File: config.mk
export PLATFORM = sky130hd
export DESIGN_NAME = fault_tolerant_mesh_route_select_unit
export DESIGN_NICKNAME = d
export VERILOG_FILES = /design/src/rtl/frs_pkg.sv /design/src/rtl/frs_coord.sv /design/src/rtl/frs_quad.sv /design/src/rtl/frs_decide.sv /design/src/rtl/fault_tolerant_mesh_route_select_unit.sv
export SDC_FILE = /design/constraint.sdc
export NUM_CORES = 1
export LEC_CHECK = 0
export BUFFER_PORTS_ARGS = -buffer_cell sky130_fd_sc_hd__buf_4
export CORE_MARGIN = 5
export CORE_UTILIZATION = 44
export CTS_CLUSTER_SIZE = 28
export DETAILED_ROUTE_END_ITERATION = 6
export GPL_ROUTABILITY_DRIVEN = 0
export PLACE_DENSITY = 0.7
export SLEW_MARGIN = 0
export SYNTH_ARGS = -nofsm -noshare
export SYNTH_HDL_FRONTEND = slang
export SYNTH_SLANG_ARGS = --single-unit
File: constraint.sdc
create_clock -name clk -period 2.64 [get_ports clk]
set_input_delay 0.528 -clock clk [delete_from_list [all_inputs] [get_ports clk]]
set_output_delay 0.528 -clock clk [all_outputs]
set_load 0.05 [all_outputs]
File: src/rtl/frs_pkg.sv
package frs_pkg;

	typedef logic [2:0] port_t;

	localparam port_t PORT_N    = 3'd0;
	localparam port_t PORT_S    = 3'd1;
	localparam port_t PORT_E    = 3'd2;
	localparam port_t PORT_W    = 3'd3;
	localparam port_t PORT_CORE = 3'd4;
	localparam port_t PORT_NONE = 3'd5;

	typedef logic [1:0] cfg_idx_t;

	localparam cfg_idx_t CFG_TILE_ID    = 2'd0;
	localparam cfg_idx_t CFG_FAULT_MASK = 2'd1;
	localparam cfg_idx_t CFG_ODD_TYPE   = 2'd2;

	localparam int HIST_W = 32;
	localparam logic [2:0] QUAD_MAX = 3'd3;

	// stage 1: flit header plus coordinate compares
	typedef struct packed {
		logic              has_info;
		port_t             in_port;
		logic              src_here;
		logic              dst_here;
		logic [HIST_W-1:0] hist;
		logic              lb;
		logic              lba;
		logic [2:0]        pq;
		logic              dr_gt;
		logic              dr_lt;
		logic              dc_gt;
		logic              dc_lt;
		logic              bn;
		logic              bs;
		logic              bw;
		logic              be;
	} s1_t;

	// stage 2: quadrant and candidate ports
	typedef struct packed {
		logic              has_info;
		logic              src_here;
		logic              dst_here;
		logic [HIST_W-1:0] hist;
		logic              lb;
		logic              lba;
		logic [2:0]        pq;
		logic [1:0]        q;
		port_t             norm;
		port_t             adap;
		logic              nb;
		logic              ab;
		logic              straight;
	} s2_t;

endpackage

File: src/rtl/frs_coord.sv
module frs_coord #(
	parameter int MESH_COLS = 8,
	parameter int MESH_ROWS = 8
) (
	input  logic                 clk,
	input  logic                 arst_n,
	input  logic                 in_valid,
	input  logic                 has_info,
	input  frs_pkg::port_t       in_port,
	input  logic [5:0]           source_tile,
	input  logic [5:0]           dest_tile,
	input  logic [31:0]          move_history,
	input  logic                 was_back,
	input  logic                 was_back_adaptive,
	input  logic [2:0]           prev_quadrant,
	input  logic [5:0]           tile_id,
	output logic                 valid_s1,
	output frs_pkg::s1_t         data_s1
);
	import frs_pkg::*;

	logic [5:0] row_lut [64];
	logic [5:0] col_lut [64];
	logic [5:0] hr, hc, dr, dc;
	s1_t        nxt;

	for (genvar g = 0; g < 64; g++) begin : g_lut
		assign row_lut[g] = 6'(g / MESH_COLS);
		assign col_lut[g] = 6'(g % MESH_COLS);
	end

	always_comb begin
		hr = row_lut[tile_id];
		hc = col_lut[tile_id];
		dr = row_lut[dest_tile];
		dc = col_lut[dest_tile];
		nxt.has_info = has_info;
		nxt.in_port  = in_port;
		nxt.src_here = (source_tile == tile_id);
		nxt.dst_here = (dest_tile == tile_id);
		nxt.hist     = move_history;
		nxt.lb       = was_back;
		nxt.lba      = was_back_adaptive;
		nxt.pq       = prev_quadrant;
		nxt.dr_gt    = (dr > hr);
		nxt.dr_lt    = (dr < hr);
		nxt.dc_gt    = (dc > hc);
		nxt.dc_lt    = (dc < hc);
		nxt.bn       = (hr == 6'd0);
		nxt.bs       = (hr == 6'(MESH_ROWS - 1));
		nxt.bw       = (hc == 6'd0);
		nxt.be       = (hc == 6'(MESH_COLS - 1));
	end

	always_ff @(posedge clk or negedge arst_n) begin
		if (!arst_n) begin
			valid_s1 <= 1'b0;
		end else begin
			valid_s1 <= in_valid;
		end
	end

	always_ff @(posedge clk) begin
		if (in_valid) begin
			data_s1 <= nxt;
		end
	end

endmodule

File: src/rtl/frs_quad.sv
module frs_quad (
	input  logic         clk,
	input  logic         arst_n,
	input  logic         valid_s1,
	input  frs_pkg::s1_t data_s1,
	input  logic [4:0]   fault_mask,
	input  logic         odd_type,
	output logic         valid_s2,
	output frs_pkg::s2_t data_s2
);
	import frs_pkg::*;

	logic [1:0] q;
	port_t      norm, adap;
	logic       straight, row_eq, col_eq;
	s2_t        nxt;

	always_comb begin
		row_eq = !data_s1.dr_gt && !data_s1.dr_lt;
		col_eq = !data_s1.dc_gt && !data_s1.dc_lt;
		if (data_s1.dr_gt) begin
			if (data_s1.dc_gt)      q = 2'd0;
			else if (data_s1.dc_lt) q = 2'd1;
			else                    q = (data_s1.be || data_s1.in_port == PORT_E) ? 2'd1 : 2'd0;
		end else if (data_s1.dr_lt) begin
			if (data_s1.dc_gt)      q = 2'd2;
			else if (data_s1.dc_lt) q = 2'd3;
			else                    q = (data_s1.bw || data_s1.in_port == PORT_W) ? 2'd2 : 2'd3;
		end else if (data_s1.dc_gt) begin
			q = (data_s1.bn || data_s1.in_port == PORT_N) ? 2'd0 : 2'd2;
		end else begin
			q = (data_s1.bs || data_s1.in_port == PORT_S) ? 2'd3 : 2'd1;
		end

		case (q)
			2'd0: begin
				norm     = odd_type ? PORT_E : PORT_S;
				adap     = odd_type ? PORT_S : PORT_E;
				straight = odd_type ? col_eq : row_eq;
			end
			2'd1: begin
				norm     = odd_type ? PORT_S : PORT_W;
				adap     = odd_type ? PORT_W : PORT_S;
				straight = odd_type ? row_eq : col_eq;
			end
			2'd2: begin
				norm     = odd_type ? PORT_N : PORT_E;
				adap     = odd_type ? PORT_E : PORT_N;
				straight = odd_type ? row_eq : col_eq;
			end
			default: begin
				norm     = odd_type ? PORT_W : PORT_N;
				adap     = odd_type ? PORT_N : PORT_W;
				straight = odd_type ? col_eq : row_eq;
			end
		endcase

		nxt.has_info = data_s1.has_info;
		nxt.src_here = data_s1.src_here;
		nxt.dst_here = data_s1.dst_here;
		nxt.hist     = data_s1.hist;
		nxt.lb       = data_s1.lb;
		nxt.lba      = data_s1.lba;
		nxt.pq       = data_s1.pq;
		nxt.q        = q;
		nxt.norm     = norm;
		nxt.adap     = adap;
		nxt.nb       = fault_mask[norm[1:0]] || (norm == data_s1.in_port);
		nxt.ab       = fault_mask[adap[1:0]] || (adap == data_s1.in_port);
		nxt.straight = straight;
	end

	always_ff @(posedge clk or negedge arst_n) begin
		if (!arst_n) begin
			valid_s2 <= 1'b0;
		end else begin
			valid_s2 <= valid_s1;
		end
	end

	always_ff @(posedge clk) begin
		if (valid_s1) begin
			data_s2 <= nxt;
		end
	end

endmodule

File: src/rtl/frs_decide.sv
module frs_decide (
	input  logic           clk,
	input  logic           arst_n,
	input  logic           valid_s2,
	input  frs_pkg::s2_t   data_s2,
	input  logic [4:0]     fault_mask,
	input  logic           odd_type,
	output logic           valid_s3,
	output frs_pkg::port_t next_port_s3,
	output logic [31:0]    hist_s3,
	output logic           lb_s3,
	output logic           lba_s3,
	output logic [2:0]     quad_s3,
	output logic           fail_s3
);
	import frs_pkg::*;

	logic        fwd, fadap, undo_adap, sel;
	port_t       fin, bk, port;
	logic [31:0] hist;
	logic        lb, lba, fail;
	logic [2:0]  quad;

	always_comb begin
		fwd   = 1'b0;
		fadap = 1'b0;
		fin   = PORT_NONE;
		if (data_s2.straight) begin
			if (!data_s2.ab) begin
				fwd = 1'b1; fin = data_s2.adap;
			end else if (!data_s2.nb) begin
				fwd = 1'b1; fadap = 1'b1; fin = data_s2.norm;
			end
			if (data_s2.lb && data_s2.lba) begin
				fwd = !data_s2.nb; fadap = 1'b0; fin = data_s2.norm;
			end
			if (data_s2.lb && !data_s2.lba) fwd = 1'b0;
		end else begin
			if (!data_s2.nb) begin
				fwd = 1'b1; fin = data_s2.norm;
			end else if (!data_s2.ab) begin
				fwd = 1'b1; fadap = 1'b1; fin = data_s2.adap;
			end
			if (data_s2.lb && !data_s2.lba) begin
				fwd = !data_s2.ab; fadap = 1'b1; fin = data_s2.adap;
			end
			if (data_s2.lb && data_s2.lba) fwd = 1'b0;
		end

		// odd tiles flip the adaptive choice of the undo port
		undo_adap = data_s2.hist[0];
		sel       = undo_adap ^ odd_type;
		case (data_s2.pq[1:0])
			2'd0:    bk = sel ? PORT_N : PORT_W;
			2'd1:    bk = sel ? PORT_E : PORT_N;
			2'd2:    bk = sel ? PORT_W : PORT_S;
			default: bk = sel ? PORT_S : PORT_E;
		endcase

		port = PORT_NONE;
		hist = data_s2.hist;
		lb   = data_s2.lb;
		lba  = data_s2.lba;
		quad = {1'b0, data_s2.q};
		fail = 1'b0;
		if (!data_s2.has_info) begin
			quad = data_s2.pq;
		end else if (data_s2.dst_here) begin
			if (fault_mask[PORT_CORE]) fail = 1'b1;
			else                       port = PORT_CORE;
		end else if (fwd) begin
			lb   = 1'b0;
			port = fin;
			hist = {data_s2.hist[30:0], fadap};
			fail = data_s2.hist[31];
		end else begin
			lb = 1'b1;
			if (data_s2.src_here || data_s2.pq > QUAD_MAX || fault_mask[bk[1:0]]) begin
				fail = 1'b1;
			end else begin
				port = bk;
				lba  = undo_adap;
				hist = {1'b0, data_s2.hist[31:1]};
			end
		end
	end

	always_ff @(posedge clk or negedge arst_n) begin
		if (!arst_n) begin
			valid_s3 <= 1'b0;
		end else begin
			valid_s3 <= valid_s2;
		end
	end

	always_ff @(posedge clk) begin
		if (valid_s2) begin
			next_port_s3 <= port;
			hist_s3      <= hist;
			lb_s3        <= lb;
			lba_s3       <= lba;
			quad_s3      <= quad;
			fail_s3      <= fail;
		end
	end

endmodule

File: src/rtl/fault_tolerant_mesh_route_select_unit.sv
// channel   signals                                          transfer when
// command   start, busy, has_info .. prev_quadrant           start && !busy
// result    done, next_port .. route_fail                    done (one cycle)
// config    cfg_we, cfg_idx, cfg_wdata                       cfg_we
//
// one flit header enters per cycle; busy is always low
// done and the result are registered through the stages coordinate lookup, quadrant
// and port pick, and forward or backtrack decision
// reset clears tile_id, fault_mask, odd_type and the stage valid bits
// the result side cannot stall, so the pipeline never holds
module fault_tolerant_mesh_route_select_unit #(
	parameter int MESH_COLS = 8,
	parameter int MESH_ROWS = 8
) (
	input  logic                clk,
	input  logic                arst_n,
	input  logic                start,
	output logic                busy,
	input  logic                has_info,
	input  frs_pkg::port_t      in_port,
	input  logic [5:0]          source_tile,
	input  logic [5:0]          dest_tile,
	input  logic [31:0]         move_history,
	input  logic                was_back,
	input  logic                was_back_adaptive,
	input  logic [2:0]          prev_quadrant,
	output logic                done,
	output frs_pkg::port_t      next_port,
	output logic [31:0]         new_history,
	output logic                new_was_back,
	output logic                new_was_back_adaptive,
	output logic [2:0]          new_quadrant,
	output logic                route_fail,
	input  logic                cfg_we,
	input  frs_pkg::cfg_idx_t   cfg_idx,
	input  logic [5:0]          cfg_wdata
);
	import frs_pkg::*;

	logic [5:0] tile_id_q;
	logic [4:0] fault_mask_q;
	logic       odd_type_q;
	logic       valid_s1, valid_s2;
	s1_t        data_s1;
	s2_t        data_s2;

	assign busy = 1'b0;

	always_ff @(posedge clk or negedge arst_n) begin
		if (!arst_n) begin
			tile_id_q    <= '0;
			fault_mask_q <= '0;
			odd_type_q   <= 1'b0;
		end else if (cfg_we) begin
			unique case (cfg_idx)
				CFG_TILE_ID:    tile_id_q    <= cfg_wdata;
				CFG_FAULT_MASK: fault_mask_q <= cfg_wdata[4:0];
				CFG_ODD_TYPE:   odd_type_q   <= cfg_wdata[0];
				default: ;
			endcase
		end
	end

	frs_coord #(
		.MESH_COLS (MESH_COLS),
		.MESH_ROWS (MESH_ROWS)
	) u_coord (
		.clk               (clk),
		.arst_n            (arst_n),
		.in_valid          (start && !busy),
		.has_info          (has_info),
		.in_port           (in_port),
		.source_tile       (source_tile),
		.dest_tile         (dest_tile),
		.move_history      (move_history),
		.was_back          (was_back),
		.was_back_adaptive (was_back_adaptive),
		.prev_quadrant     (prev_quadrant),
		.tile_id           (tile_id_q),
		.valid_s1          (valid_s1),
		.data_s1           (data_s1)
	);

	frs_quad u_quad (
		.clk        (clk),
		.arst_n     (arst_n),
		.valid_s1   (valid_s1),
		.data_s1    (data_s1),
		.fault_mask (fault_mask_q),
		.odd_type   (odd_type_q),
		.valid_s2   (valid_s2),
		.data_s2    (data_s2)
	);

	frs_decide u_decide (
		.clk          (clk),
		.arst_n       (arst_n),
		.valid_s2     (valid_s2),
		.data_s2      (data_s2),
		.fault_mask   (fault_mask_q),
		.odd_type     (odd_type_q),
		.valid_s3     (done),
		.next_port_s3 (next_port),
		.hist_s3      (new_history),
		.lb_s3        (new_was_back),
		.lba_s3       (new_was_back_adaptive),
		.quad_s3      (new_quadrant),
		.fail_s3      (route_fail)
	);

endmodule
# ---- Word-level counts from Yosys, hierarchy flattened
# Memories as Yosys holds them, arrays and structs flattened.
# Index checks and enable logic that the tools add are counted.
dict set report totals {
  out_inout_bits 43
  romBits 1536
  elab_cells 187
  register_bits 158
  mem_count 4
}
# name words width read_ports rd_clocked_by_memory_dff write_ports line_no
set mem_list {}
lappend mem_list {{(name not given)} 64 6 1 0 0 frs_coord.sv:33} ;# hr = row_lut[tile_id];
lappend mem_list {{(name not given)} 64 6 1 0 0 frs_coord.sv:34} ;# hc = col_lut[tile_id];
lappend mem_list {{(name not given)} 64 6 1 0 0 frs_coord.sv:35} ;# dr = row_lut[dest_tile];
lappend mem_list {{(name not given)} 64 6 1 0 0 frs_coord.sv:36} ;# dc = col_lut[dest_tile];
dict set report classes {
  n_reduce_logical 29
  n_bitwise 3
  n_mux 84
  order_cmp 10
  eq_ne 15
}
# cell count
set op_table {}
lappend op_table {{$mux 32} 4}
lappend op_table {{$mux 6} 8}
lappend op_table {{$mux 2} 22}
lappend op_table {{$mux 1} 34}
lappend op_table {{$mux 3} 10}
lappend op_table {{$pmux 3 s3} 3}
lappend op_table {{$ge 7x7->1 const B} 2}
lappend op_table {{$not 6->7} 2}
lappend op_table {{$eq 6x3->1 const B} 2}
lappend op_table {{$eq 6x6->1} 2}
lappend op_table {{$gt 6x6->1} 2}
lappend op_table {{$logic_not 6->1} 2}
lappend op_table {{$lt 2x4->1 const B} 3}
lappend op_table {{$lt 6x6->1} 2}
lappend op_table {{$logic_or 1x1->1} 8}
lappend op_table {{$logic_not 1->1} 7}
lappend op_table {{$bmux 1 s2} 3}
lappend op_table {{$eq 2x1->1 const B} 3}
lappend op_table {{$eq 2x2->1 const B} 3}
lappend op_table {{$eq 3x2->1 const B} 2}
lappend op_table {{$eq 3x3->1} 2}
lappend op_table {{$logic_not 2->1} 3}
lappend op_table {{$reduce_and 2->1} 3}
lappend op_table {{$logic_and 1x1->1} 4}
lappend op_table {{5 further kinds} 5}

# ---- Depth between registers and ports, before layout
dict set report depth {
  depth_word 12
  mapped_depth 9
  ltp_nobuf 9
}

# ---- Hierarchy
# A second synthesis with hierarchy kept.
dict set report hier_totals {
  cells_unflattened 388
  hier_area_um2 6493.7
}
# mod instances seq_area_each_um2 area_each_um2 cells_each
set by_module_without_submodules {}
lappend by_module_without_submodules {frs_decide 1 1256.2 2303.5 177}
lappend by_module_without_submodules {frs_quad 1 1496.4 1886.8 93}
lappend by_module_without_submodules {frs_coord 1 1556.5 1823.0 89}
lappend by_module_without_submodules {fault_tolerant_mesh_route_select_unit 1 300.3 480.5 29}

# ---- Worst setup path after synthesis
# OpenSTA, ideal clock, no wires.
dict set report synth_timing {
  path_kind {register to register}
  start {reg, netlist name u_coord.data_s1[48]}
  end {reg, netlist name u_quad.data_s2[2]}
  stages_incl_launch_ff 9
  path_buffers 0
  synth_period_minus_slack_ns 2.931
  t_arrival_ns 2.676
  setup_time_ns 0.256
  setup_slack_ns -0.291
  path_cell_list {edfxtp_1 > or3_1 > a31oi_1 > a21oi_1 > ha_1 > o21bai_1 > o21ai_0 > mux4_2 > a31o_2}
}

==> impl_metrics.json <==
{
  "maxSlewHeadroom_pct": 33.53,
  "path_cells": "buf_4, inv_1, a31oi_1, o21ai_2, inv_2, ha_2, o21bai_4, o21ai_4, mux4_2, a31o_2",
  "setup-tns-final_ns": -0.03477,
  "routed_wl_microns": 12560,
  "synth_area_leader_cell": "edfxtp_1",
  "synth_flop_cell": "edfxtp_1",
  "synth_common_cells": "edfxtp_1 (141), inv_1 (48), o22ai_1 (32), a21oi_1 (27), dfrtp_1 (15)",
  "root_buffer": "clkbuf_16",
  "reg2regPathDepth": 10,
  "grt_max_degree": 53,
  "setup-violations-final": 2,
  "hold_depth": 1,
  "cts.sinks": 156,
  "synth_cells": 413,
  "gr-total-overflow": 0,
  "core_area_sq_um": 14420,
  "async_reset_ff_share_pct": 9.615,
  "period_minus_slack_ns": 2.658,
  "cp.required_ns": 2.81,
  "antenna_found_initial": 0,
  "violations": "setup timing",
  "clk_latency_ns": 0.42,
  "cpPeakStageDelay_ns": 0.51,
  "fin_ws_ns": -0.01787,
  "postLayoutCellArea_sq_um": 8119,
  "synth-seq-area-share_pct": 71.97,
  "clock_skew_ns": 0.01068,
  "drt_first_pass_iters": 4,
  "dp_slack_ns": -0.04774,
  "row_count": 44,
  "crit_path_end_kind": "register",
  "clockBufferDepth": 2,
  "crit_fanout": 4,
  "ys_ff_latch": 156,
  "initial_core_util_pct": 44.40,
  "fin_crit_sh_pct": 100.7,
  "grt_pass1_wl_microns": 19680,
  "ff2ff_setup_slack_ns": -0.02,
  "synth_edf_count": 141,
  "crit_end": "u_quad.data_s2[2]",
  "tightest_slew_ns": 0.9970,
  "area_growth_pct": 26.76,
  "hold_class": "in -> reg",
  "fill_cells": 1139,
  "status": "finished with violations",
  "worstSetupStartpoint": "u_coord.data_s1[49]",
  "rr_startpoint": "u_coord.data_s1[49]",
  "drc_errors": 0,
  "io_buffer_count": 106,
  "layout-drive-gt1-share_pct": 37.70,
  "synth_most_common_cell": "edfxtp_1",
  "rsz0062_at_grt": "yes",
  "dr_total_vias": 3826,
  "p_leak_nw": 3.173,
  "clk_pin_slew_ns": 0.06,
  "place_area_sq_um": 7463,
  "hold_viol": 0,
  "cts_tree": "done",
  "ant_nets": 0,
  "syn-cell-area_sq_um": 6405,
  "io_pins": 108,
  "whs_ns": 0.2813,
  "fmax_ghz": 0.3762,
  "die_x_microns": 130.7,
  "grt_pass1_vias": 3818,
  "drv_slew": 0,
  "dp_hpwl_microns": 8661,
  "rr_endpoint": "u_quad.data_s2[2]",
  "grt_use_total_pct": 15.34,
  "h-tree-depth": 4,
  "maxCapViolations": 0,
  "finalNetCount": 619,
  "numCtsBuffers": 17,
  "die_h_microns": 130.7,
  "synth_warnings": 0,
  "critPathKind": "reg -> reg",
  "power_density_nw_per_um2": 865.8,
  "ys_top_cells_by_area": "edfxtp_1 (66%), dfrtp_1 (5.9%), o22ai_1 (3.1%)",
  "drt_first_iter_violations": 298,
  "cp.arrival_ns": 2.83,
  "startpoint_type": "register",
  "synth_nets": 488,
  "synth_cell_types": 58,
  "ir_drop_v": 0.0004609,
  "wire_per_inst_microns": 16.96,
  "synth.top_cell.area_share_pct": 66.11,
  "slowest_stage": "mux4_2",
  "die_area_sq_um": 17070,
  "antenna_cells": 0,
  "syn_avg_cell_area_sq_um": 15.51,
  "vias_per_cell": 5.163
}
worst max-delay path: cells and delay by family, from the launching register on:
| family | cells | cell delay [ns] |
|---|---|---|
| compound gates | 5 | 0.95 |
| flops | 1 | 0.40 |
| fa+ha+maj | 1 | 0.22 |
| mux | 1 | 0.51 |
| buf+inv | 3 | 0.33 |
worst min-delay path by stage:
stage                                 from                   to
after floorplan                     arst_n      fault_mask_q[0]
after global placement              arst_n         tile_id_q[0]
after detailed placement            arst_n         tile_id_q[0]
after CTS                 move_history[19]  u_coord.data_s1[32]
after global routing      move_history[19]  u_coord.data_s1[32]
final                     move_history[19]  u_coord.data_s1[32]
through the flow:
step	cells	util, %	total power [mW]
finish	741	56.29	7.030
global placement	706	51.74	4.544
detailed placement	706	51.74	4.596
global route	741	56.29	7.333
floorplan	413	-	4.174
CTS	741	56.11	7.061
layer usage:
| layer | track usage [%] | routed length [microns] | vias to the layer above | part of all wire (%) |
|---|---|---|---|---|
| li1 | - | - | 1808 | - |
| met4 | 7.320 | 305 | 0 | 2.4 |
| met3 | 4.390 | 828 | 24 | 6.6 |
| met1 | 19.18 | 5017 | 1862 | 40 |
| met5 | 0 | 0 | - | 0 |
| met2 | 24.71 | 6412 | 132 | 51 |
cells in the final DEF (no fill, tap or decap), types with 7 or more instances in the layout:
cell type / Yosys / routed
edfxtp_1: 141 / 141
buf_4: 1 / 122
inv_1: 48 / 47
o22ai_1: 32 / 32
a21oi_1: 27 / 25
clkbuf_16: 0 / 17
dfrtp_1: 15 / 13
a21oi_2: 11 / 12
nand2_1: 11 / 11
mux2_2: 10 / 10
xnor2_1: 10 / 10
nor2_1: 10 / 10
o21ai_0: 9 / 7
ha_1: 10 / 7
sequential cells by signal, summed over array words and instances, names as in the netlist:
| register | cells |
|---|---|
| u_coord.data_s1 | 51 |
| u_decide.fail_s3 | 1 |
| odd_type_q | 1 |
| u_decide.valid_s3 | 1 |
| u_decide.hist_s3 | 32 |
| u_decide.lba_s3 | 1 |
| fault_mask_q | 5 |
| u_quad.data_s2 | 49 |
| u_coord.valid_s1 | 1 |
| tile_id_q | 6 |
| u_decide.lb_s3 | 1 |
| u_quad.valid_s2 | 1 |
| u_decide.next_port_s3 | 3 |
| u_decide.quad_s3 | 3 |
cells by family (layout without fill, tap and decap cells):
| family | after synthesis | in the layout | synth area share [%] |
|---|---|---|---|
| XOR/XNOR | 15 | 15 | 2.403 |
| adder cells (fa/ha/maj) | 10 | 10 | 1.954 |
| multiplexers | 16 | 16 | 3.555 |
| AO/OA/AOI/OAI | 102 | 102 | 10.57 |
| AND/OR/NAND/NOR | 53 | 53 | 4.728 |
| other | 1 | 1 | 0.05855 |
| buffers and inverters | 60 | 204 | 4.767 |
| flip-flops | 156 | 156 | 71.97 |
report_power, final:
group	switching [mW]	internal, mW	leakage (nW)
sequential	0.196	3.05	1.56
combinational	0.771	0.573	1.33
clock	0.952	1.49	0.280
total	1.92	5.11	3.17
area by class of cell:
class / instances / area [sq um] / share of cell area, %
sequential: 156 / 4612 / 56.80
multi-input combinational: 197 / 1553 / 19.12
timing repair buffer: 124 / 945.9 / 11.65
clock buffer: 19 / 432.9 / 5.332
tap: 184 / 230.2 / 2.836
inverter: 48 / 180.2 / 2.219
clock inverter: 13 / 165.2 / 2.034
repair_timing:
action / CTS / global route
pin swaps: 5 / 2
endpoints found under the hold margin: 15 / 0
hold buffers: 1 / 0
endpoints found under the setup margin: 2 / 2
gates resized for setup: 2 / 6
buffers inserted: 2 / 0
(Power assumes the default switching activity.)
